--- src/hw/rtl/mctt_pkg.sv ---
// ----------------------------------------------------------------------------
// mctt_pkg: shared definitions for the multi-channel tick timer
// Field widths, command and state codes, and the count unit result type.
// ----------------------------------------------------------------------------
package mctt_pkg;

    // Parameter defaults.
    localparam int NUM_CHANNELS_DEF = 16;
    localparam int COUNT_WIDTH_DEF  = 16;

    // Fixed field widths.
    localparam int CMD_W     = 2;
    localparam int CH_W      = 4;
    localparam int TIMEOUT_W = 16;
    localparam int CFG_W     = 5;

    localparam logic [CFG_W-1:0] CFG_RESET = 5'd16;

    // Command codes.
    localparam logic [CMD_W-1:0] CMD_TICK     = 2'd0;
    localparam logic [CMD_W-1:0] CMD_ONESHOT  = 2'd1;
    localparam logic [CMD_W-1:0] CMD_PERIODIC = 2'd2;
    localparam logic [CMD_W-1:0] CMD_DISARM   = 2'd3;

    // Sequencer states.
    localparam logic [1:0] ST_IDLE  = 2'd0;
    localparam logic [1:0] ST_SCAN  = 2'd1;
    localparam logic [1:0] ST_FLUSH = 2'd2;

    // Per-channel verdict from the count unit.
    typedef struct packed {
        logic expire;      // the channel reached zero on this tick
        logic keep_armed;  // the channel stays armed after this tick
        logic write_en;    // the entry must be written back
    } t_cnt_res;

endpackage

--- src/hw/rtl/mctt_mem.sv ---
// ----------------------------------------------------------------------------
// mctt_mem: channel state memory
// One write port and one read port with registered read data.
// ----------------------------------------------------------------------------
module mctt_mem #(
    parameter int DEPTH = 16,
    parameter int WIDTH = 33,
    parameter int AW    = 4
) (
    input  logic             i_clk,
    input  logic             i_we,
    input  logic [AW-1:0]    i_waddr,
    input  logic [WIDTH-1:0] i_wdata,
    input  logic [AW-1:0]    i_raddr,
    output logic [WIDTH-1:0] o_rdata
);

    logic [WIDTH-1:0] r_mem [DEPTH];
    logic [WIDTH-1:0] r_rdata;

    always_ff @(posedge i_clk) begin
        if (i_we) begin
            r_mem[i_waddr] <= i_wdata;
        end
        r_rdata <= r_mem[i_raddr];
    end

    assign o_rdata = r_rdata;

endmodule

--- src/hw/rtl/mctt_cnt_unit.sv ---
// ----------------------------------------------------------------------------
// mctt_cnt_unit: shared countdown unit
// Decrements one channel's count per use and decides expiry and reload.
// ----------------------------------------------------------------------------
module mctt_cnt_unit #(
    parameter int COUNT_WIDTH = 16
) (
    input  logic                   i_armed,
    input  logic                   i_periodic,
    input  logic [COUNT_WIDTH-1:0] i_reload,
    input  logic [COUNT_WIDTH-1:0] i_remaining,
    output logic [COUNT_WIDTH-1:0] o_next_count,
    output mctt_pkg::t_cnt_res     o_res
);
    import mctt_pkg::*;

    t_cnt_res w_res;

    always_comb begin
        w_res        = '0;
        o_next_count = i_remaining;
        if (i_armed) begin
            w_res.write_en = 1'b1;
            if (i_remaining <= COUNT_WIDTH'(1)) begin
                w_res.expire = 1'b1;
                // A periodic channel with a nonzero period reloads; otherwise it stops.
                if (i_periodic && (i_reload != '0)) begin
                    o_next_count     = i_reload;
                    w_res.keep_armed = 1'b1;
                end else begin
                    o_next_count = '0;
                end
            end else begin
                o_next_count     = i_remaining - COUNT_WIDTH'(1);
                w_res.keep_armed = 1'b1;
            end
        end
    end

    assign o_res = w_res;

endmodule

--- src/hw/rtl/multi_channel_tick_timer_core.sv ---
// ----------------------------------------------------------------------------
// multi_channel_tick_timer_core: bank of one-shot and periodic countdown timers
// Commands arm, disarm or tick the channels; a tick scans the channels in use
// one per cycle unless output holds it; each expiry becomes an output item.
// ----------------------------------------------------------------------------
//
//  Channel   Handshake                    Payload
//  --------  ---------------------------  ------------------------------------
//  in        i_in_valid / o_in_stall      i_command, i_channel, i_timeout_ticks
//  out       o_out_valid / i_out_stall    o_expired_channel, o_last
//  cfg       i_cfg_valid / o_cfg_ready    i_cfg_data (channels in use)
//
// A tick item scans N channels, where N is the in-use count limited to
// NUM_CHANNELS: the channel memory has one read and one write port, so the
// scan visits one channel per cycle while the output does not hold it.
// A stalled output item holds the scan only when another expiry must move up
// behind it. Reset is synchronous and active low; it disarms every channel and
// sets the in-use count to 16. The input side is stalled whenever a tick is in
// progress.
// ----------------------------------------------------------------------------
module multi_channel_tick_timer_core #(
    parameter int NUM_CHANNELS = mctt_pkg::NUM_CHANNELS_DEF,
    parameter int COUNT_WIDTH  = mctt_pkg::COUNT_WIDTH_DEF
) (
    input  logic                           i_clk,
    input  logic                           i_rst_n,
    // Command channel
    input  logic                           i_in_valid,
    output logic                           o_in_stall,
    input  logic [mctt_pkg::CMD_W-1:0]     i_command,
    input  logic [mctt_pkg::CH_W-1:0]      i_channel,
    input  logic [mctt_pkg::TIMEOUT_W-1:0] i_timeout_ticks,
    // Expiry channel
    output logic                           o_out_valid,
    input  logic                           i_out_stall,
    output logic [mctt_pkg::CH_W-1:0]      o_expired_channel,
    output logic                           o_last,
    // Configuration write channel
    input  logic                           i_cfg_valid,
    output logic                           o_cfg_ready,
    input  logic [mctt_pkg::CFG_W-1:0]     i_cfg_data
);
    import mctt_pkg::*;

    // Channel index width, scan counter width (holds NUM_CHANNELS itself),
    // and memory word width {periodic, reload, remaining}.
    localparam int IW = (NUM_CHANNELS > 1) ? $clog2(NUM_CHANNELS) : 1;
    localparam int LW = $clog2(NUM_CHANNELS + 1);
    localparam int WW = 2 * COUNT_WIDTH + 1;
    localparam logic [63:0] COUNT_MAX = (64'd1 << COUNT_WIDTH) - 64'd1;

    // Control and status registers.
    logic [1:0]              r_state,      n_state;
    logic [LW-1:0]           r_idx,        n_idx;
    logic [LW-1:0]           r_limit,      n_limit;
    logic [NUM_CHANNELS-1:0] r_armed,      n_armed;
    logic [CFG_W-1:0]        r_cfg;
    // The most recent expiry is held back until we know whether it is the last.
    logic                    r_hold_valid, n_hold_valid;
    logic [CH_W-1:0]         r_hold_ch,    n_hold_ch;
    // Output register.
    logic                    r_out_valid,  n_out_valid;
    logic [CH_W-1:0]         r_out_ch,     n_out_ch;
    logic                    r_out_last,   n_out_last;

    logic                   w_in_acc;
    logic                   w_ch_ok;
    logic [COUNT_WIDTH-1:0] w_t;
    logic [LW-1:0]          w_lim;
    logic                   w_out_busy;
    logic                   w_we;
    logic [IW-1:0]          w_waddr;
    logic [WW-1:0]          w_wdata;
    logic [WW-1:0]          w_rdata;
    logic [COUNT_WIDTH-1:0] w_next_count;
    t_cnt_res               w_res;

    assign o_in_stall  = (r_state != ST_IDLE);
    assign o_cfg_ready = 1'b1;
    assign w_in_acc    = i_in_valid && !o_in_stall;
    assign w_ch_ok     = (32'(i_channel) < NUM_CHANNELS);
    assign w_out_busy  = r_out_valid && i_out_stall;

    // Timeouts wider than the counter saturate to its largest value.
    assign w_t = (64'(i_timeout_ticks) > COUNT_MAX) ? COUNT_WIDTH'(COUNT_MAX)
                                                     : COUNT_WIDTH'(i_timeout_ticks);
    // The in-use count saturates at the number of channels built.
    assign w_lim = (32'(r_cfg) > NUM_CHANNELS) ? LW'(NUM_CHANNELS) : LW'(r_cfg);

    mctt_mem #(
        .DEPTH (NUM_CHANNELS),
        .WIDTH (WW),
        .AW    (IW)
    ) u_mem (
        .i_clk   (i_clk),
        .i_we    (w_we),
        .i_waddr (w_waddr),
        .i_wdata (w_wdata),
        .i_raddr (n_idx[IW-1:0]),
        .o_rdata (w_rdata)
    );

    mctt_cnt_unit #(
        .COUNT_WIDTH (COUNT_WIDTH)
    ) u_cnt (
        .i_armed      (r_armed[r_idx[IW-1:0]]),
        .i_periodic   (w_rdata[WW-1]),
        .i_reload     (w_rdata[2*COUNT_WIDTH-1:COUNT_WIDTH]),
        .i_remaining  (w_rdata[COUNT_WIDTH-1:0]),
        .o_next_count (w_next_count),
        .o_res        (w_res)
    );

    // Sequencer. The memory always reads the entry at n_idx, so the entry for
    // r_idx is on the read port whenever the scan sits on that channel.
    always_comb begin
        n_state      = r_state;
        n_idx        = r_idx;
        n_limit      = r_limit;
        n_armed      = r_armed;
        n_hold_valid = r_hold_valid;
        n_hold_ch    = r_hold_ch;
        n_out_valid  = w_out_busy;
        n_out_ch     = r_out_ch;
        n_out_last   = r_out_last;
        w_we         = 1'b0;
        w_waddr      = r_idx[IW-1:0];
        w_wdata      = {w_rdata[WW-1], w_rdata[2*COUNT_WIDTH-1:COUNT_WIDTH], w_next_count};

        case (r_state)
            ST_IDLE: begin
                if (w_in_acc) begin
                    if (i_command == CMD_TICK) begin
                        n_limit = w_lim;
                        n_idx   = '0;
                        n_state = (w_lim == '0) ? ST_FLUSH : ST_SCAN;
                    end else if (w_ch_ok) begin
                        if (i_command == CMD_DISARM) begin
                            // Disarm keeps the period and the mode.
                            n_armed[IW'(i_channel)] = 1'b0;
                        end else begin
                            // Arming with zero records the setting but leaves it disarmed.
                            w_we    = 1'b1;
                            w_waddr = IW'(i_channel);
                            w_wdata = {(i_command == CMD_PERIODIC), w_t, w_t};
                            n_armed[IW'(i_channel)] = (w_t != '0);
                        end
                    end
                end
            end
            ST_SCAN: begin
                // Wait only when a second expiry must push the held one into a
                // full output register.
                if (!(w_res.expire && r_hold_valid && w_out_busy)) begin
                    w_we = w_res.write_en;
                    n_armed[r_idx[IW-1:0]] = w_res.keep_armed;
                    if (w_res.expire) begin
                        if (r_hold_valid) begin
                            n_out_valid = 1'b1;
                            n_out_ch    = r_hold_ch;
                            n_out_last  = 1'b0;
                        end
                        n_hold_valid = 1'b1;
                        n_hold_ch    = CH_W'(r_idx);
                    end
                    if (r_idx == r_limit - 1'b1) begin
                        n_state = ST_FLUSH;
                    end
                    n_idx = LW'(r_idx + 1'b1);
                end
            end
            ST_FLUSH: begin
                if (r_hold_valid) begin
                    if (!w_out_busy) begin
                        n_out_valid  = 1'b1;
                        n_out_ch     = r_hold_ch;
                        n_out_last   = 1'b1;
                        n_hold_valid = 1'b0;
                        n_state      = ST_IDLE;
                    end
                end else begin
                    n_state = ST_IDLE;
                end
            end
            default: begin
                n_state = ST_IDLE;
            end
        endcase
    end

    always_ff @(posedge i_clk) begin
        if (!i_rst_n) begin
            r_state      <= ST_IDLE;
            r_idx        <= '0;
            r_limit      <= '0;
            r_armed      <= '0;
            r_cfg        <= CFG_RESET;
            r_hold_valid <= 1'b0;
            r_out_valid  <= 1'b0;
        end else begin
            r_state      <= n_state;
            r_idx        <= n_idx;
            r_limit      <= n_limit;
            r_armed      <= n_armed;
            r_hold_valid <= n_hold_valid;
            r_out_valid  <= n_out_valid;
            if (i_cfg_valid && o_cfg_ready) begin
                r_cfg <= i_cfg_data;
            end
        end
    end

    always_ff @(posedge i_clk) begin
        r_hold_ch  <= n_hold_ch;
        r_out_ch   <= n_out_ch;
        r_out_last <= n_out_last;
    end

    assign o_out_valid       = r_out_valid;
    assign o_expired_channel = r_out_ch;
    assign o_last            = r_out_last;

    // A held expiry never outlives its tick.
    a_idle_no_hold: assert property (@(posedge i_clk) disable iff (!i_rst_n)
        (r_state == ST_IDLE) |-> !r_hold_valid)
        else $error("held expiry left over after a tick");

    // The scan never runs past the in-use count.
    a_scan_bound: assert property (@(posedge i_clk) disable iff (!i_rst_n)
        (r_state == ST_SCAN) |-> (r_idx < r_limit))
        else $error("scan index beyond the channels in use");

    // Closing a tick with a held expiry presents it as the last item.
    a_flush_last: assert property (@(posedge i_clk) disable iff (!i_rst_n)
        (r_state == ST_FLUSH && r_hold_valid && !w_out_busy)
        |=> (o_out_valid && o_last))
        else $error("final expiry of a tick not flagged last");

    // A new expiry may only push the held one out while the output has room.
    a_no_overwrite: assert property (@(posedge i_clk) disable iff (!i_rst_n)
        (r_state == ST_SCAN && w_res.expire && r_hold_valid && w_out_busy)
        |=> (r_idx == $past(r_idx)))
        else $error("scan advanced over a full output register");

endmodule
--- config.mk ---
export PLATFORM = sky130hd
export DESIGN_NAME = multi_channel_tick_timer_core
export DESIGN_NICKNAME = d
export VERILOG_FILES = /design/src/hw/rtl/mctt_pkg.sv /design/src/hw/rtl/mctt_mem.sv /design/src/hw/rtl/mctt_cnt_unit.sv /design/src/hw/rtl/multi_channel_tick_timer_core.sv
export SDC_FILE = /design/constraint.sdc
export NUM_CORES = 1
export LEC_CHECK = 0
export ABC_AREA = 1
export BUFFER_PORTS_ARGS = -buffer_cell sky130_fd_sc_hd__buf_2
export CORE_ASPECT_RATIO = 0.75
export CORE_UTILIZATION = 45
export CTS_BUF_LIST = sky130_fd_sc_hd__clkbuf_2 sky130_fd_sc_hd__clkbuf_4 sky130_fd_sc_hd__clkbuf_8
export CTS_CLUSTER_SIZE = 20
export DETAILED_ROUTE_END_ITERATION = 8
export SLEW_MARGIN = 20
export SYNTH_ARGS = -nofsm -noshare
export SYNTH_HDL_FRONTEND = slang
export SYNTH_HIERARCHICAL = 1
export SYNTH_SLANG_ARGS = --single-unit
--- constraint.sdc ---
create_clock -name i_clk -period 5.54 [get_ports i_clk]
set_input_delay 1.108 -clock i_clk [delete_from_list [all_inputs] [get_ports i_clk]]
set_output_delay 1.108 -clock i_clk [all_outputs]
set_load 0.01 [all_outputs]
; ---- Yosys cells after proc, flatten, opt, wreduce, memory -nomap -nowiden
; Memories as Yosys holds them, arrays and structs flattened. A register that Yosys moved wholly into a read port is not among the register bits.
; Cells that the tools add are included.
[classes]
n_addsub = 3
magnitude_cmp = 6
eq_ne = 15
n_mux = 69
n_bitwise = 3
n_reduce_logical = 23
[op_table]
columns = op, n
row1 = two-way mux 33 bit, 4
row2 = two-way mux 16 bit, 7
row3 = two-way mux 4 bit, 9
row4 = bitwise mux 16 bit, 2
row5 = one-hot mux 16 bit (2 select lines), 1
row6 = nonzero test 16 bit, 2
row7 = two-way mux 1 bit, 24
row8 = two-way mux 5 bit, 4
row9 = "!= test 2 bit, second input constant", 9
row10 = bitwise AND 16 bit, 1
row11 = "less-or-equal comparator 16 x 1 -> 1 bit, second input constant", 1
row12 = NOT 16 bit, 1
row13 = "subtractor 16 x 1 -> 16 bit, second input constant", 1
row14 = two-way mux 2 bit, 7
row15 = "less-than comparator 4 x 5 -> 1 bit, second input constant", 2
row16 = one-hot mux 5 bit (2 select lines), 1
row17 = AND reduction 3 bit, 3
row18 = demux 1 bit (select 4 bit), 2
row19 = ">= comparator 4 x 1 -> 1 bit, second input constant", 2
row20 = one-hot mux 1 bit (2 select lines), 4
row21 = one-hot mux 4 bit (2 select lines), 1
row22 = AND reduction 4 bit, 2
row23 = logical AND 1 bit, 7
row24 = "== test 2 bit, second input constant", 3
row25 = other kinds (16), 19
[word_totals]
regBits = 44
mem_bits_rw = 528
input_bits = 32
output_inout_bits = 8
word_cells = 131
mem_count = 1
[memory_table]
columns = memory, depth, width, rd, rd_ports_with_merged_regs, write_ports, line_no
row1 = u_mem.r_mem, 16, 33, 1, 1, 1, mctt_mem.sv:18  ; logic [WIDTH-1:0] r_mem [DEPTH];

; ---- Logic depth before layout (Yosys ltp)
; Gate-level depths: netlist of run 1.
[depth]
word_depth = 11
ltp_mapped = 27

; ---- Cells and area by module
; The synthesis of run 1 kept the hierarchy.
[modules_own_cells]
columns = module, n_inst, cells_per_inst, area_per_inst_um2, seq_area_each_um2
row1 = mctt_mem, 1, 2185, 23222.3, 16515.8
row2 = multi_channel_tick_timer_core, 1, 610, 3642.2, 970.9
row3 = mctt_cnt_unit, 1, 210, 970.9, 0.0

; ---- Worst setup path before layout of run 1
; OpenSTA, ideal clock, no wires.
[synth_path]
path_type = register -> register
startpoint = reg r_idx[0]
endpoint = mem u_mem.r_mem[12][0] (enable)
setup_ns = 0.423
arrival_ns = 3.778
required_time_ns = 5.117
slack_ns = 1.339
path_stages_with_launch = 17
path_buffers = 3
period_less_slack_ns = 4.201
cell_sequence = dfxtp_1 > inv_1 > clkbuf_1 > o21ai_0 > o22ai_1 > nand2_1 > nand4_1 > buf_2 > inv_1 > clkbuf_1 > nor2_1 > nand2_1 > nor2_2 > nor2_1 > a22o_1 > nand3_1 > nor2_1
[synth_rtl]
columns = item, line_no
row1 = "start, declared", multi_channel_tick_timer_core.sv:54  ; logic [LW-1:0] r_idx, n_idx;
row2 = "start signal, assigned", multi_channel_tick_timer_core.sv:202  ; r_idx <= n_idx;
row3 = "end, declared", mctt_mem.sv:18

==> metrics, run 1 <==
result of the run finished, final reports clean; fmax 234 MHz; DRC viols 0; placer congestion estimate 0.938; share of flip-flops with an asynchronous set or reset 0%; total via count in the routed design 20800; layout net count 3088; Critical Path Most Common Cell sky130_fd_sc_hd__nand2_1; initial antenna violation count 1; delay of the slowest cell on the worst path 670 ps; cell area after synthesis 0.0278 mm^2; final hold viol count 0; overall routed net length roughly 79 mm; share of total power in the clock network 25.6%; highest fanout seen on the critical path 62; layout cells sized above 1 10.7%; startpoint type of the worst setup path register; count of input and output buffers 38; Setup WS pre-CTS 1240 ps; power share of the sequential group between 40% and 50%; Final min period approximately 4300 ps; worst-case setup margin in the final layout 1260 ps; number of storage elements in the synthesis netlist 605; CTS root buffer sky130_fd_sc_hd__clkbuf_8; Setup crit end kind register; Initial Util between 40 and 50%; maximum ir drop on the vdd rail 0.000627 V; net count after synthesis roughly 3000; Resize count post-CTS 0; placement row count 78; setup repair bufs after CTS 0; library cell with the largest summed area after synthesis sky130_fd_sc_hd__edfxtp_1; critical path, cell by cell inv_1 > o21ai_0 > o22ai_1 > nand2_1 > nand4_1 > inv_1 > nor2_1 > nand2_1 > nor2_2 > nand2_2 > nand2_1 > nor2_1 > inv_1 > nand2_1 > nand2_4 > inv_4 > buf_4 > nand3_1 > nand3_1 > nand3_1 > nand2_1; setup repair after global routing missed its margin false; die area 0.0629 mm^2; number of different library cells in the post-synthesis netlist 37; max_slew headroom 29.5%; maximum level of the CTS H-tree 3; classification of the worst setup path reg -> reg; combinational fraction of design power 32.4%; cell with the most instances after synthesis sky130_fd_sc_hd__nand2_1; largest net degree at the start of global routing between 150 and 200; Post-synth EDFFs 537; count of max-cap constraint violations 0; syn avg cell area 9.26 um^2; via count of the first global-routing pass 19600; Final ANT Viol Nets 0; worst skew pair latency 710 ps; wire length of the first global-routing pass around 120 mm; number of placed I/O pins 40; switching share of total power 38.5%; Finished Layout Cells 3925; total count of max-transition violations in the final report 0; Leakage 13.2 nW; Req. time, crit path 6170 ps; highest-delay cell along the critical path sky130_fd_sc_hd__buf_4; period utilization between 70% and 80%; Initial DRC Count 2274; count of hold-fix buffers inserted at cts 0; arrival time at the worst endpoint 4900 ps; total number of yosys warnings 6; total instance count after detailed placement 3748; routed wirelength normalized by instance count 20.0 um; synth top area cells sky130_fd_sc_hd__edfxtp_1, sky130_fd_sc_hd__nand2_1, sky130_fd_sc_hd__nand3_1, sky130_fd_sc_hd__inv_1, sky130_fd_sc_hd__dfxtp_1; power density over the cells ~500 mW/mm^2; most used flip-flop cell after synthesis sky130_fd_sc_hd__edfxtp_1; Max Root-Sink Buffers 3; cell count after synthesis roughly 3000; part of the Yosys area used for sequential elements 62.8%; Pwr Total 0.0155 W; transition time of the tightest slew-check pin 1060 ps; Remaining Overflow, GRT 0; TritonCTS clock tree built; cell internal pwr between 0.009 and 0.01 W; area grow syn2layout 11.1%; gr usage total 25.2%; Worst-path clk slew 60 ps; filler cell count in the final layout 5593; final setup fails 0; proportion of netlist area held by the largest area contributor 57.9%; total iterations of the first detailed-routing run 6; number of sinks handled by clock tree synthesis 605; Num CTS Buffers 93; detailed placer's ending HPWL 45.5 mm; final-layout setup total negative slack 0 ps; P_sw 0.00597 W; worst min-delay path category reg -> reg; die boundary width 289 um; routed via count divided by cell count 5.30; Worst Clk Skew 28.5 ps; most common library cells after synthesis sky130_fd_sc_hd__nand2_1, sky130_fd_sc_hd__edfxtp_1, sky130_fd_sc_hd__nand3_1; area of the core region 0.0608 mm^2; Die H 217 um
[power groups by stage]
stage | clock (W) | combinational (W) | sequential [W]
after global routing | 0.00424 | 0.00556 | 0.00653
after floorplan | 0 | 0.00342 | 0.00637
after detailed placement | 0 | 0.00494 | 0.00658
final | 0.00397 | 0.00502 | 0.00651
after CTS | 0.00404 | 0.00497 | 0.00649
after global placement | 0 | 0.00486 | 0.00658
[worst paths after layout]
check / from / slack [ps] / endpoint / depth (start not counted)
setup / recovery: r_idx[0]$_SDFF_PN0_ / 1260 / u_mem/o_rdata[16]$_DFF_P_ / 21
hold / removal: r_hold_ch[2]$_DFFE_PP_ / 420 / o_expired_channel[2]$_DFFE_PP_ / 0
setup reg to reg: r_idx[0]$_SDFF_PN0_ / 1260 / u_mem/o_rdata[16]$_DFF_P_ / 21
hold reg to reg: r_hold_ch[2]$_DFFE_PP_ / 420 / o_expired_channel[2]$_DFFE_PP_ / 0
[registers in the layout, indices dropped and copies added, names as in the netlist]
name and count:
r_cfg 5, r_hold_ch 4, r_idx 5, r_hold_valid 1
o_out_valid 1, o_last 1, r_limit 5, r_armed 16
o_expired_channel 4, u_mem/r_mem 528, r_state 2, u_mem/o_rdata 33
[routing by layer]
layer  vias up  global-route usage, %  wire length [um]  part of all wire, %
met5         -                      0                 0                    0
met4         0                   6.74              1530                  1.9
met3       122                   5.13              7270                  9.2
met2       959                   36.1             33200                   42
met1      9968                   38.6             36600                   47
li1       9765                      -                 -                    -
[cell type report]
class / count / area (um^2) / share of cell area, %
Clock inverter: 30 / 221 / 0.716
Clock buffer: 145 / 1780 / 5.74
Multi-Input combinational cell: 1801 / 8090 / 26.1
Antenna cell: 2 / 5.00 / 0.0162
Timing Repair Buffer: 79 / 611 / 1.97
Inverter: 463 / 1750 / 5.65
Tap cell: 800 / 1000 / 3.24
Sequential cell: 605 / 17500 / 56.5
[worst max-delay path: cells and delay by family, from the launching register on]
family          cells  cell delay (ps)
compound gates      2              390
buf+inv             5             1390
simple gates       14             1770
flops               1              600
[placed cells by master, fill, tap and decap left out, types with 22 or more instances in the layout]
master	Yosys	layout
sky130_fd_sc_hd__nand3_1	444	444
sky130_fd_sc_hd__clkbuf_8	0	110
sky130_fd_sc_hd__buf_4	7	32
sky130_fd_sc_hd__nor2_1	116	100
sky130_fd_sc_hd__buf_2	88	38
sky130_fd_sc_hd__dfxtp_1	68	68
sky130_fd_sc_hd__a21oi_1	31	31
sky130_fd_sc_hd__o21ai_1	22	22
sky130_fd_sc_hd__clkbuf_4	0	35
sky130_fd_sc_hd__nor2_4	19	35
sky130_fd_sc_hd__edfxtp_1	537	537
sky130_fd_sc_hd__inv_1	441	439
sky130_fd_sc_hd__o21ai_0	26	26
sky130_fd_sc_hd__nand2_1	1053	1049
[cells by family after synthesis]
logic type / after synthesis / synth area share, %
and+or+nand+nor: 1673 / 25.5
DFF: 605 / 62.8
buffers and inverters: 599 / 8.65
AOI/OAI and AO/OA: 110 / 2.28
adders and majority gates: 13 / 0.584
xor gates and xnor gates: 4 / 0.126
other: 1 / 0.0135
[stage by stage]
| stage | cell area [um^2] | hold slack (ps) | utilization [%] |
|---|---|---|---|
| 5_1_grt | 30900 | 424 | 50.9 |
| 6_report | 30900 | 421 | 50.9 |
| 3_5_place_dp | 28900 | 406 | 47.6 |
| 3_3_place_gp | 28900 | 410 | 47.6 |
| 4_1_cts | 30900 | 421 | 50.9 |
| 2_1_floorplan | 27800 | 400 | - |
(Power assumes the default switching activity.)
==> run 2, diff against run 1 <==
==> constraint.sdc (replaced) <==
create_clock -name i_clk -period 4.4 [get_ports i_clk]
set_input_delay 0.88 -clock i_clk [delete_from_list [all_inputs] [get_ports i_clk]]
set_output_delay 0.88 -clock i_clk [all_outputs]
set_load 0.01 [all_outputs]
==> metrics, run 2 (synthesis results as in run 1) <==
initial antenna violation count 1; placed cell areas 0.0292 mm^2; final-layout setup total negative slack 0 ps; worst r2r dst u_mem/o_rdata[28]$_DFF_P_; die area 0.0629 mm^2; area grow syn2layout 12.0%; Initial Util between 40% and 50%; count of max-cap constraint violations 0; Critical Path Most Common Cell sky130_fd_sc_hd__nand2_1; gr usage total 24.7%; origin of the critical flop-to-flop path r_idx[0]$_SDFF_PN0_; die boundary width 289 um; highest-delay cell along the critical path sky130_fd_sc_hd__dfxtp_1; number of sinks handled by clock tree synthesis 605; Req. time, crit path 4940 ps; buffers plus inverters on the worst setup path 5; count of hold-fix buffers inserted at cts 0; worst skew pair latency 690 ps; critical path, cell by cell inv_1 > o21ai_0 > o22ai_1 > nand2_1 > nand4_1 > inv_1 > nor2_1 > nand2_1 > nor2_2 > nand2_2 > nand2_1 > nor2_1 > inv_1 > nand2_1 > nand2_4 > buf_12 > buf_4 > nand2_1 > nand3_1 > nand3_1 > nand3_1 > nand2_1; CTS root buffer sky130_fd_sc_hd__clkbuf_8; classification of the worst setup path reg -> reg; via count of the first global-routing pass 19300; worst min-delay path category in -> reg; delay of the slowest cell on the worst path 440 ps; critical path startpoint r_idx[0]$_SDFF_PN0_; routed via count divided by cell count 5.21; maximum level of the CTS H-tree 3; number of placed I/O pins 40; top library cells by usage in the layout, fill and taps aside sky130_fd_sc_hd__nand2_1, sky130_fd_sc_hd__edfxtp_1, sky130_fd_sc_hd__nand3_1; routed wirelength normalized by instance count approximately 19 um; highest fanout seen on the critical path just under 100; Final min period 3920 ps; setup repair bufs after CTS 0; hold path start i_cfg_data[4]; layout cells sized above 1 between 10% and 20%; R2R setup slack 480 ps; total iterations of the first detailed-routing run 6; placer congestion estimate 0.886; detailed placer's ending HPWL 43.7 mm; largest net degree at the start of global routing 133; Leakage between 10 and 15 nW; Max Root-Sink Buffers 3; Remaining Overflow, GRT 0; logic depth of the worst register-to-register path 22; most common library cell in the layout ignoring fill and taps sky130_fd_sc_hd__nand2_1; layout net count a little over 3000; total via count in the routed design 20600; result of the run finished, final reports clean; Setup crit end kind register; Die H ~220 um; TritonCTS clock tree built; overall routed net length 76.6 mm; period utilization between 80% and 90%; Resize count post-CTS 0; max_slew headroom 48.6%; hold-critical path endpoint r_cfg[4]$_SDFFE_PN1P_; final hold viol count 0; maximum ir drop on the vdd rail 0.000340 V; startpoint type of the worst setup path register; total count of max-transition violations in the final report 0; Final ANT Viol Nets 0; transition time of the tightest slew-check pin approximately 770 ps; final setup fails 0; setup repair after global routing missed its margin false; Initial DRC Count approximately 2200; arrival time at the worst endpoint about 4500 ps; max reg flops approximately 530; count of input and output buffers 38; area of the core region around 0.061 mm^2; filler cell count in the final layout between 5000 and 6000; worst hold stages 3; power density over the cells 614 mW/mm^2; top cell family by delay on the critical path simple AND/OR/NAND/NOR gates; Reg with most FFs u_mem/r_mem; fmax ~260 MHz; Num CTS Buffers 96; wire length of the first global-routing pass 117 mm; Worst-path clk slew 60 ps; DRC viols 0; Worst Clk Skew 38.6 ps; final std cell area, no fill 0.0312 mm^2; placement row count 78
-- run 2: changes by cell type in the layout (fill, tap and decap cells not counted), moves of 3 or more --
cell,change
sky130_fd_sc_hd__clkinvlp_4,-3
sky130_fd_sc_hd__buf_4,+17
sky130_fd_sc_hd__buf_12,+7
sky130_fd_sc_hd__clkbuf_4,+4
sky130_fd_sc_hd__clkinv_2,-4
-- run 2: cell type report --
cell class | count | area [um^2] | share of cell area (%)
multi-input cells | 1801 | 8090 | 25.9
flip-flops and latches | 605 | 17500 | 56.1
diodes | 1 | 2.50 | 0.00802
clock buffers | 150 | 1820 | 5.84
repair buffers | 103 | 878 | 2.82
clock inverters | 23 | 164 | 0.526
inverters | 463 | 1750 | 5.60
well taps | 800 | 1000 | 3.21
-- run 2: metrics by stage --
step / worst slack (ps) / util (%) / std cells / hold WS, ps / power (W)
6_report: 484 / 51.3 / 3946 / 421 / 0.0192
3_5_place_dp: 595 / 48.0 / 3772 / 419 / 0.0143
5_1_grt: 119 / 51.3 / 3946 / 397 / 0.0203
3_3_place_gp: 711 / 48.0 / 3772 / 430 / 0.0141
4_1_cts: 563 / 51.3 / 3945 / 341 / 0.0192
2_1_floorplan: 199 / - / 3005 / 400 / 0.0123
-- run 2: per-layer routing --
layer,vias up,GRT usage [%],wire [um],share of wire [%]
li1,9823,-,-,-
met5,-,0,0,0
met3,130,4.65,6970,9.1
met2,875,36.2,32800,43
met4,0,7.51,1800,2.4
met1,9735,37.1,35000,46
-- run 2: how the worst max path moves through the flow --
stage,end,slack [ps],cells after the start
floorplan,u_mem/r_mem[12][0]$_DFFE_PP_,200,16
global placement,u_mem/r_mem[0][15]$_DFFE_PP_,710,12
detailed placement,u_mem/r_mem[0][31]$_DFFE_PP_,600,14
CTS,u_mem/r_mem[0][15]$_DFFE_PP_,560,14
global route,u_mem/o_rdata[28]$_DFF_P_,120,22
finish,u_mem/o_rdata[28]$_DFF_P_,480,22
-- run 2: power by group --
group	total (W)	switching, W	leakage [nW]	internal [W]
Combinational	0.00608	0.00445	6.92	0.00163
Clock	0.00495	0.00221	1.07	0.00274
Sequential	0.00812	0.000392	5.40	0.00773
-- run 2: worst min-delay path, stage by stage --
cell	delay (ps)
sky130_fd_sc_hd__buf_2	80
sky130_fd_sc_hd__nand2_1	40
sky130_fd_sc_hd__nand3_1	70
